## src/rtl/utf8d_pkg.sv

```systemverilog
`default_nettype none
// ----------------------------------------------------------------------------
// UTF-8 decoder package
// Result word layout for all decoder files; byte-class constants for the step.
// ----------------------------------------------------------------------------
package utf8d_pkg;

    localparam int POINT_W = 21;
    localparam int SHOWN_W = 16;

    localparam logic [7:0] MASK_TOP1  = 8'h80;
    localparam logic [7:0] MASK_TOP2  = 8'hC0;
    localparam logic [7:0] MASK_TOP3  = 8'hE0;
    localparam logic [7:0] MASK_TOP4  = 8'hF0;
    localparam logic [7:0] MASK_TOP5  = 8'hF8;
    localparam logic [7:0] MARK_CONT  = 8'h80;
    localparam logic [7:0] MARK_LEAD2 = 8'hC0;
    localparam logic [7:0] MARK_LEAD3 = 8'hE0;
    localparam logic [7:0] MARK_LEAD4 = 8'hF0;
    localparam logic [7:0] MASK_CONT  = 8'h3F;
    localparam logic [7:0] MASK_LEAD2 = 8'h1F;
    localparam logic [7:0] MASK_LEAD3 = 8'h0F;
    localparam logic [7:0] MASK_LEAD4 = 8'h07;

    typedef struct packed {
        logic               point_ready;
        logic [POINT_W-1:0] code_point;
        logic               decode_error;
        logic               string_done;
        logic [SHOWN_W-1:0] points_so_far;
    } t_result;

endpackage
`default_nettype wire

```

## src/rtl/utf8d_step.sv

```systemverilog
`default_nettype none
// ----------------------------------------------------------------------------
// UTF-8 decoder step
// Holds the per-string decode state and forms the result word for one byte.
// ----------------------------------------------------------------------------
module utf8d_step #(
    parameter int COUNT_BITS = 16
) (
    input  wire logic              i_clk,
    input  wire logic              i_rst_n,
    input  wire logic              i_en,
    input  wire logic [7:0]        i_data_byte,
    input  wire logic              i_last_of_string,
    output utf8d_pkg::t_result     o_result
);
    import utf8d_pkg::*;

    logic [1:0]            r_pending, n_pending;
    logic [POINT_W-1:0]    r_partial, n_partial;
    logic                  r_halted, n_halted;
    logic [COUNT_BITS-1:0] r_count, n_count;

    logic                  ready;
    logic                  err;
    logic [POINT_W-1:0]    cp;
    logic [1:0]            pend;
    logic [POINT_W-1:0]    part;
    logic [COUNT_BITS-1:0] cnt;
    logic [SHOWN_W-1:0]    shown;

    always_comb begin
        ready = 1'b0;
        err   = 1'b0;
        cp    = '0;
        pend  = r_pending;
        part  = r_partial;
        cnt   = r_count;
        if (!r_halted) begin
            if (r_pending == 2'd0) begin
                if ((i_data_byte & MASK_TOP1) == 8'h00) begin
                    cp    = POINT_W'(i_data_byte);
                    ready = 1'b1;
                end else if ((i_data_byte & MASK_TOP3) == MARK_LEAD2) begin
                    part = POINT_W'(i_data_byte & MASK_LEAD2);
                    pend = 2'd1;
                end else if ((i_data_byte & MASK_TOP4) == MARK_LEAD3) begin
                    part = POINT_W'(i_data_byte & MASK_LEAD3);
                    pend = 2'd2;
                end else if ((i_data_byte & MASK_TOP5) == MARK_LEAD4) begin
                    part = POINT_W'(i_data_byte & MASK_LEAD4);
                    pend = 2'd3;
                end else begin
                    err = 1'b1;
                end
            end else if ((i_data_byte & MASK_TOP2) != MARK_CONT) begin
                err = 1'b1;
            end else begin
                part = {r_partial[POINT_W-7:0], i_data_byte[5:0]};
                pend = r_pending - 2'd1;
                if (pend == 2'd0) begin
                    cp    = part;
                    ready = 1'b1;
                end
            end
            if (!err && i_last_of_string && pend != 2'd0) begin
                err = 1'b1;
            end
            if (err) begin
                pend = 2'd0;
                part = '0;
            end
            if (ready && r_count != {COUNT_BITS{1'b1}}) begin
                cnt = r_count + 1'b1;
            end
        end
    end

    generate
        if (COUNT_BITS > SHOWN_W) begin : g_sat
            assign shown = (|cnt[COUNT_BITS-1:SHOWN_W]) ? {SHOWN_W{1'b1}} :
                                                          cnt[SHOWN_W-1:0];
        end else begin : g_ext
            assign shown = SHOWN_W'(cnt);
        end
    endgenerate

    always_comb begin
        if (i_last_of_string) begin
            n_pending = 2'd0;
            n_partial = '0;
            n_halted  = 1'b0;
            n_count   = '0;
        end else begin
            n_pending = pend;
            n_partial = part;
            n_halted  = r_halted | err;
            n_count   = cnt;
        end
    end

    always_ff @(posedge i_clk) begin
        if (!i_rst_n) begin
            r_pending <= 2'd0;
            r_partial <= '0;
            r_halted  <= 1'b0;
            r_count   <= '0;
        end else if (i_en) begin
            r_pending <= n_pending;
            r_partial <= n_partial;
            r_halted  <= n_halted;
            r_count   <= n_count;
        end
    end

    assign o_result.point_ready   = ready;
    assign o_result.code_point    = cp;
    assign o_result.decode_error  = err;
    assign o_result.string_done   = i_last_of_string;
    assign o_result.points_so_far = shown;

endmodule
`default_nettype wire

```

## src/rtl/utf8d_out_buf.sv

```systemverilog
`default_nettype none
// ----------------------------------------------------------------------------
// UTF-8 decoder output buffer
// Two-entry result queue: an output register backed by a skid register.
// ----------------------------------------------------------------------------
module utf8d_out_buf (
    input  wire logic               i_clk,
    input  wire logic               i_rst_n,
    input  wire logic               i_push,
    input  wire utf8d_pkg::t_result i_result,
    output logic                    o_full,
    output logic                    o_valid,
    input  wire logic               i_stall,
    output utf8d_pkg::t_result      o_result
);
    import utf8d_pkg::*;

    logic    r_head_valid, n_head_valid;
    logic    r_skid_valid, n_skid_valid;
    t_result r_head, n_head;
    t_result r_skid, n_skid;
    logic    pop;
    logic    head_free;

    assign pop       = r_head_valid && !i_stall;
    assign head_free = !r_head_valid || pop;

    always_comb begin
        n_head_valid = r_head_valid;
        n_skid_valid = r_skid_valid;
        n_head       = r_head;
        n_skid       = r_skid;
        if (head_free) begin
            if (r_skid_valid) begin
                n_head       = r_skid;
                n_head_valid = 1'b1;
                n_skid       = i_result;
                n_skid_valid = i_push;
            end else begin
                n_head       = i_result;
                n_head_valid = i_push;
            end
        end else if (i_push) begin
            n_skid       = i_result;
            n_skid_valid = 1'b1;
        end
    end

    always_ff @(posedge i_clk) begin
        if (!i_rst_n) begin
            r_head_valid <= 1'b0;
            r_skid_valid <= 1'b0;
        end else begin
            r_head_valid <= n_head_valid;
            r_skid_valid <= n_skid_valid;
        end
        r_head <= n_head;
        r_skid <= n_skid;
    end

    assign o_full   = r_skid_valid;
    assign o_valid  = r_head_valid;
    assign o_result = r_head;

endmodule
`default_nettype wire

```

## src/rtl/utf8_codepoint_decoder.sv

```systemverilog
`default_nettype none
// ----------------------------------------------------------------------------
// UTF-8 code point decoder
// Decodes a byte stream of strings into code points with error and count.
// ----------------------------------------------------------------------------
// Input words pass the input register, the decode step and the result queue.
// Throughput: one word per cycle unless a full result queue stalls the input.
// The input register and a two-entry result queue decouple the two sides.
// Reset is synchronous and clears all decode state and both queues.
module utf8_codepoint_decoder #(
    parameter int COUNT_BITS = 16
) (
    input  wire logic        i_clk,
    input  wire logic        i_rst_n,
    input  wire logic        i_valid,
    output logic             o_stall,
    input  wire logic [7:0]  i_data_byte,
    input  wire logic        i_last_of_string,
    output logic             o_valid,
    input  wire logic        i_stall,
    output logic             o_point_ready,
    output logic [20:0]      o_code_point,
    output logic             o_decode_error,
    output logic             o_string_done,
    output logic [15:0]      o_points_so_far
);
    import utf8d_pkg::*;

    logic       r_in_valid;
    logic [7:0] r_in_byte;
    logic       r_in_last;
    logic       q_full;
    logic       adv;
    logic       accept;
    t_result    step_res;
    t_result    out_res;

    assign adv     = r_in_valid && !q_full;
    assign o_stall = r_in_valid && q_full;
    assign accept  = i_valid && !o_stall;

    always_ff @(posedge i_clk) begin
        if (!i_rst_n) begin
            r_in_valid <= 1'b0;
        end else if (accept || adv) begin
            r_in_valid <= accept;
        end
        if (accept) begin
            r_in_byte <= i_data_byte;
            r_in_last <= i_last_of_string;
        end
    end

    utf8d_step #(
        .COUNT_BITS (COUNT_BITS)
    ) u_step (
        .i_clk            (i_clk),
        .i_rst_n          (i_rst_n),
        .i_en             (adv),
        .i_data_byte      (r_in_byte),
        .i_last_of_string (r_in_last),
        .o_result         (step_res)
    );

    utf8d_out_buf u_out (
        .i_clk    (i_clk),
        .i_rst_n  (i_rst_n),
        .i_push   (adv),
        .i_result (step_res),
        .o_full   (q_full),
        .o_valid  (o_valid),
        .i_stall  (i_stall),
        .o_result (out_res)
    );

    assign o_point_ready   = out_res.point_ready;
    assign o_code_point    = out_res.code_point;
    assign o_decode_error  = out_res.decode_error;
    assign o_string_done   = out_res.string_done;
    assign o_points_so_far = out_res.points_so_far;

endmodule
`default_nettype wire
```

## config.mk

```make
export PLATFORM = sky130hd
export DESIGN_NAME = utf8_codepoint_decoder
export DESIGN_NICKNAME = d
export VERILOG_FILES = /design/src/rtl/utf8d_pkg.sv /design/src/rtl/utf8d_step.sv /design/src/rtl/utf8d_out_buf.sv /design/src/rtl/utf8_codepoint_decoder.sv
export SDC_FILE = /design/constraint.sdc
export NUM_CORES = 1
export LEC_CHECK = 0
export BUFFER_PORTS_ARGS = -buffer_cell sky130_fd_sc_hd__buf_2
export CAP_MARGIN = 40
export CORE_MARGIN = 2
export CORE_UTILIZATION = 45
export DETAILED_ROUTE_END_ITERATION = 10
export REMOVE_ABC_BUFFERS = 1
export SYNTH_ARGS = -nofsm -noshare
export SYNTH_HDL_FRONTEND = slang
export SYNTH_SLANG_ARGS = --single-unit
```

## constraint.sdc

```tcl
create_clock -name i_clk -period 13.8 [get_ports i_clk]
set_input_delay 0 -clock i_clk [delete_from_list [all_inputs] [get_ports i_clk]]
set_output_delay 0 -clock i_clk [all_outputs]
set_load 0.01 [all_outputs]
```

Word-level counts from Yosys, hierarchy flattened
Index checks and enable logic that the tools add are counted.
- bits of input ports: 13
- output and inout port bits: 42
- logic and storage cells: 106
- bits in registers: 126
- add/sub/neg operators: 2
- bitwise logic cells: 1
- reductions and logical operators: 22
- multiplexer cells: 52
- equality and inequality tests: 10
- operator list (operator ; number):
    $mux W40 ; 4
    $mux W15 ; 9
    $mux W21 ; 4
    $mux W16 ; 3
    $mux W1 ; 21
    $mux W2 ; 10
    $add A16 B1 Y16 const B ; 1
    $ne A16 B16 Y1 const B ; 1
    $logic_not A8 Y1 ; 1
    $mux W8 ; 1
    $logic_and A1 B1 Y1 ; 7
    $ne A6 B6 Y1 const B ; 1
    $eq A5 B5 Y1 const B ; 1
    $logic_not A1 Y1 ; 5
    $reduce_and A5 Y1 ; 1
    $eq A4 B4 Y1 const B ; 1
    $logic_not A2 Y1 ; 2
    $ne A2 B2 Y1 const B ; 2
    $ne A4 B3 Y1 const B ; 1
    $ne A4 B4 Y1 const B ; 1
    $reduce_and A2 Y1 ; 2
    $reduce_bool A2 Y1 ; 2
    $eq A3 B3 Y1 const B ; 1
    $logic_or A1 B1 Y1 ; 2
    3 further kinds ; 3

Logic depth before layout (Yosys ltp)
- depth after elaboration: 15
- mapped depth: 9
- depth with buffers taken out: 7

By module
Synthesis repeated with hierarchy kept, for this count alone.
- cells, all modules: 439
- area total of the unflattened synthesis: 5714.2 sq um
- modules (own cells, without submodules) (module ; times used ; sequential area each (sq um) ; cells an instance ; area each (sq um)):
    utf8d_out_buf ; 1 ; 2442.3 ; 135 ; 3164.3
    utf8d_step ; 1 ; 680.7 ; 290 ; 2229.6
    utf8_codepoint_decoder ; 1 ; 290.3 ; 14 ; 320.3

Worst setup path after synthesis
No wires, ideal clock.
- kind: register to register
- from: reg u_out.r_head_valid (netlist: u_out.o_valid)
- to: reg u_out.r_skid[0] (netlist bit), enable pin
- cell stages (with the launch flop): 3
- library setup time: 0.493 ns
- period minus slack after synthesis: 4.784 ns
- arrival: 4.291 ns
- required time: 13.307 ns
- path slack: 9.016 ns
- buffers on the path: 0
- cell sequence: dfxtp_1 -> nand2_1 -> o21ai_0
- longest elaborated chain between the ends: 4
- elaborated cells on any way between the ends: 6
- those cells by class: 1 x eq/ne; 5 x reduce/logical
- ends and longest elaborated chain (item ; RTL line ; source):
    start, declared ; utf8d_out_buf.sv:18 ; logic r_head_valid, n_head_valid;
    start signal, assigned ; utf8d_out_buf.sv:54 ; r_head_valid <= n_head_valid;
    $logic_not A1 Y1 or $logic_and A1 B1 Y1 (tied branches) ; utf8d_out_buf.sv:26, utf8d_out_buf.sv:25 ;
    $logic_or A1 B1 Y1 * ; utf8d_out_buf.sv:26 ; assign head_free = !r_head_valid || pop;
    $ne A2 B1 Y1 (no source line) or $reduce_bool A2 Y1 (tied branches) ; -- ;
    $reduce_and A2 Y1 (no source line) * ; -- ;
    end signal, assigned ; utf8d_out_buf.sv:58 ; r_skid <= n_skid;
    end, declared ; utf8d_out_buf.sv:21 ; t_result r_skid, n_skid;
Mark *: on every way between the ends. The rest lies on a longest branch, timed or not.
A chain may end at the register's enable or synchronous reset.

==> results.json <==
{
  "status": "finished clean",
  "cts_tree": "yes",
  "clk_path_buf_depth": 2,
  "worstPathRequired_ps": 13970,
  "pre_cts_ws_ps": 10870,
  "async_reset_ff_share_pct": 0,
  "fin_nets": 518,
  "avgViaCountPerCell": 5.41,
  "hold_start": "i_rst_n",
  "rsz0062_at_grt": "false",
  "r2r_start": "u_step.r_pending[0]",
  "die_w_um": 115,
  "cap_violations": 0,
  "die_h_um": 115,
  "arrival_ps": 3110,
  "wirelength_um": 10900,
  "highest_layer": "met4",
  "drv_slew": 0,
  "synth_area_mm2": 0.00552,
  "core_mm2": 0.0120,
  "hold-path-cell-count": 2,
  "p_sw_share_pct": 20.9,
  "worstHoldEndpoint": "u_step.r_partial[3]",
  "routabilityCongestion": 0.829,
  "grt_overflow_total": 0,
  "fmax_mhz": 339,
  "fin_crit_sh_pct": 21.3,
  "drt_iter0_markers": 223,
  "fin_ws_ps": 10850,
  "cts.sinks": 126,
  "layout_commonest_cell": "edfxtp_1",
  "grt_pass1_wl_um": 18000,
  "worstSetupStartpointType": "flip-flop",
  "clock-skew-final_ps": 12.0,
  "synth.distinct_cells": 58,
  "synth_seq_cells": 126,
  "initial_utilization_pct": 45.9,
  "num_antenna_cells": 0,
  "pwr-share-seq_pct": 46.6,
  "wl_met1_um": 5470,
  "synth_edf_count": 89,
  "max_slew_margin_pct": 41.1,
  "reg2regPathDepth": 7,
  "layout_common_cells": "edfxtp_1, buf_2, mux2_2",
  "rows": 40,
  "wl_met3_um": 477,
  "grt_pass1_vias": 3481,
  "wl_met2_um": 4770,
  "power_mw": 0.900,
  "htreeDepth": 4,
  "p_sw_mw": 0.188,
  "yosys-top-cells-area": "edfxtp_1, dfxtp_1, mux2_2, and2_1, xnor2_1",
  "wl_per_cell_um": 16.4,
  "syn_area_per_cell_um2": 12.7,
  "yosysSeqAreaShare_pct": 61.9,
  "path_class": "flip-flop to flip-flop",
  "r2r_end": "u_out.o_result[1]",
  "period_needed_ps": 2950,
  "ff2ff_setup_slack_ps": 10850,
  "clk_latency_ps": 420,
  "grt_max_degree": 38,
  "peakVddDrop_mv": 0.0682,
  "io_buffers": 54,
  "internal-power_mw": 0.712,
  "power_density_mw_per_mm2": 136,
  "antenna_found_initial": 0,
  "p_leak_nw": 2.56,
  "setup_tns_ps": 0,
  "route.detailed.drc": 0,
  "synth_area_leader_cell": "edfxtp_1",
  "comb_power_share_pct": 4.3,
  "syn_to_final_growth_pct": 20.3,
  "synth_cells": 434,
  "drive_gt1_share_pct": 26.4,
  "hold_class": "input port to flip-flop",
  "num-fill-cells": 1027,
  "dr.pass1.iters": 4,
  "dp.final_hpwl_um": 6800,
  "finish.utilization_pct": 55.3,
  "antenna_left": 0,
  "yosys.area.top_type_share_pct": 48.4,
  "vias": 3582,
  "crit_path_start": "u_step.r_pending[0]",
  "synthFlopType": "edfxtp_1",
  "post_cts_buffers": 0,
  "ys_warn_count": 0,
  "hold_violations": 0,
  "clkTransAtPathRegs_ps": 60,
  "end_kind": "flip-flop",
  "cts_buffers": 17,
  "dieArea_mm2": 0.0132,
  "setup_violations": 0,
  "pwr-share-clk_pct": 49.1,
  "clockRootBuffer": "clkbuf_16",
  "cp_max_fo": 10,
  "track_usage_pct": 18.1,
  "tightest_slew_ps": 882,
  "ios": 55
}
==> cell type report <==
class / count / area [µm²] / area share [%]
repair buffers: 69 / 423 / 6.37
well taps: 147 / 184 / 2.77
multi-input cells: 271 / 1970 / 29.7
flip-flops and latches: 126 / 3410 / 51.4
clock inverters: 12 / 149 / 2.24
clock buffers: 20 / 437 / 6.58
inverters: 17 / 63.8 / 0.961
==> power by group through the flow <==
stage / clock network [mW] / logic [mW] / registers (mW)
floorplan: 0 / 0.0170 / 0.430
global placement: 0 / 0.0349 / 0.427
detailed placement: 0 / 0.0360 / 0.427
CTS: 0.447 / 0.0386 / 0.420
global route: 0.469 / 0.0420 / 0.421
finish: 0.442 / 0.0383 / 0.420
==> critical path: stages, from the launching register on <==
cell	delay (ps)
dfxtp_1	420
inv_1	70
ha_1	300
nand4bb_1	520
a21oi_2	610
o21ai_2	190
mux2_2	330
mux2_2	260
==> worst max-delay path by stage <==
| stage | end | slack, ps | depth (start not counted) |
|---|---|---|---|
| after floorplan | u_out.r_skid[0] | 9020 | 2 |
| after global placement | u_out.o_result[14] | 10980 | 7 |
| after detailed placement | u_out.o_result[14] | 10870 | 7 |
| after CTS | u_out.o_result[14] | 10880 | 7 |
| after global routing | u_out.o_result[8] | 10650 | 7 |
| final | u_out.o_result[1] | 10850 | 7 |
==> layer usage <==
| layer | GRT usage [%] | vias up |
|---|---|---|
| met4 | 7.95 | 0 |
| met1 | 25.0 | 1721 |
| met2 | 26.3 | 79 |
| met3 | 5.69 | 17 |
| met5 | 0 | - |
| li1 | - | 1765 |
==> kinds of logic after synthesis <==
kind of cell	share of synthesized area, %
and+or+nand+nor	13.0
DFF	61.9
AOI/OAI and AO/OA	11.3
muxes	8.14
buffers and inverters	2.68
xor gates and xnor gates	2.36
adders and majority gates	0.680
==> Yosys cell counts (all sizes together) (5+ instances only) <==
cell,n
edfxtp,89
clkbuf,15
buf,5
nand2b,5
a21boi,10
a21oi,19
dfxtp,37
nor2,15
inv,17
mux2,39
nand2,27
nor2b,10
nand4,5
a22oi,6
and2,23
xnor2,13
or3,8
nand3,17
a31oi,5
o21ai,17
==> repair_timing <==
item                      4_1_cts  5_1_grt
gates resized for setup         0        0
hold buffers                   11        0
hold endpoints to repair       10        0
==> metrics by stage <==
| step | hold slack, ps | instance area, µm² | instances |
|---|---|---|---|
| floorplan | 98.9 | 5430 | 414 |
| global placement | 177 | 5920 | 617 |
| detailed placement | 178 | 5940 | 619 |
| CTS | 25.0 | 6640 | 662 |
| global route | 29.4 | 6640 | 662 |
| finish | 37.0 | 6640 | 662 |
==> state kept, by name (all words and copies together) (netlist names) <==
signal	flops
r_in_byte	8
u_step.r_halted	1
u_out.o_full	1
r_in_last	1
u_step.r_count	16
u_step.r_partial	15
r_in_valid	1
u_out.o_result	40
u_out.r_skid	40
u_step.r_pending	2
u_out.o_valid	1
Power figures use the tool's default switching activity.
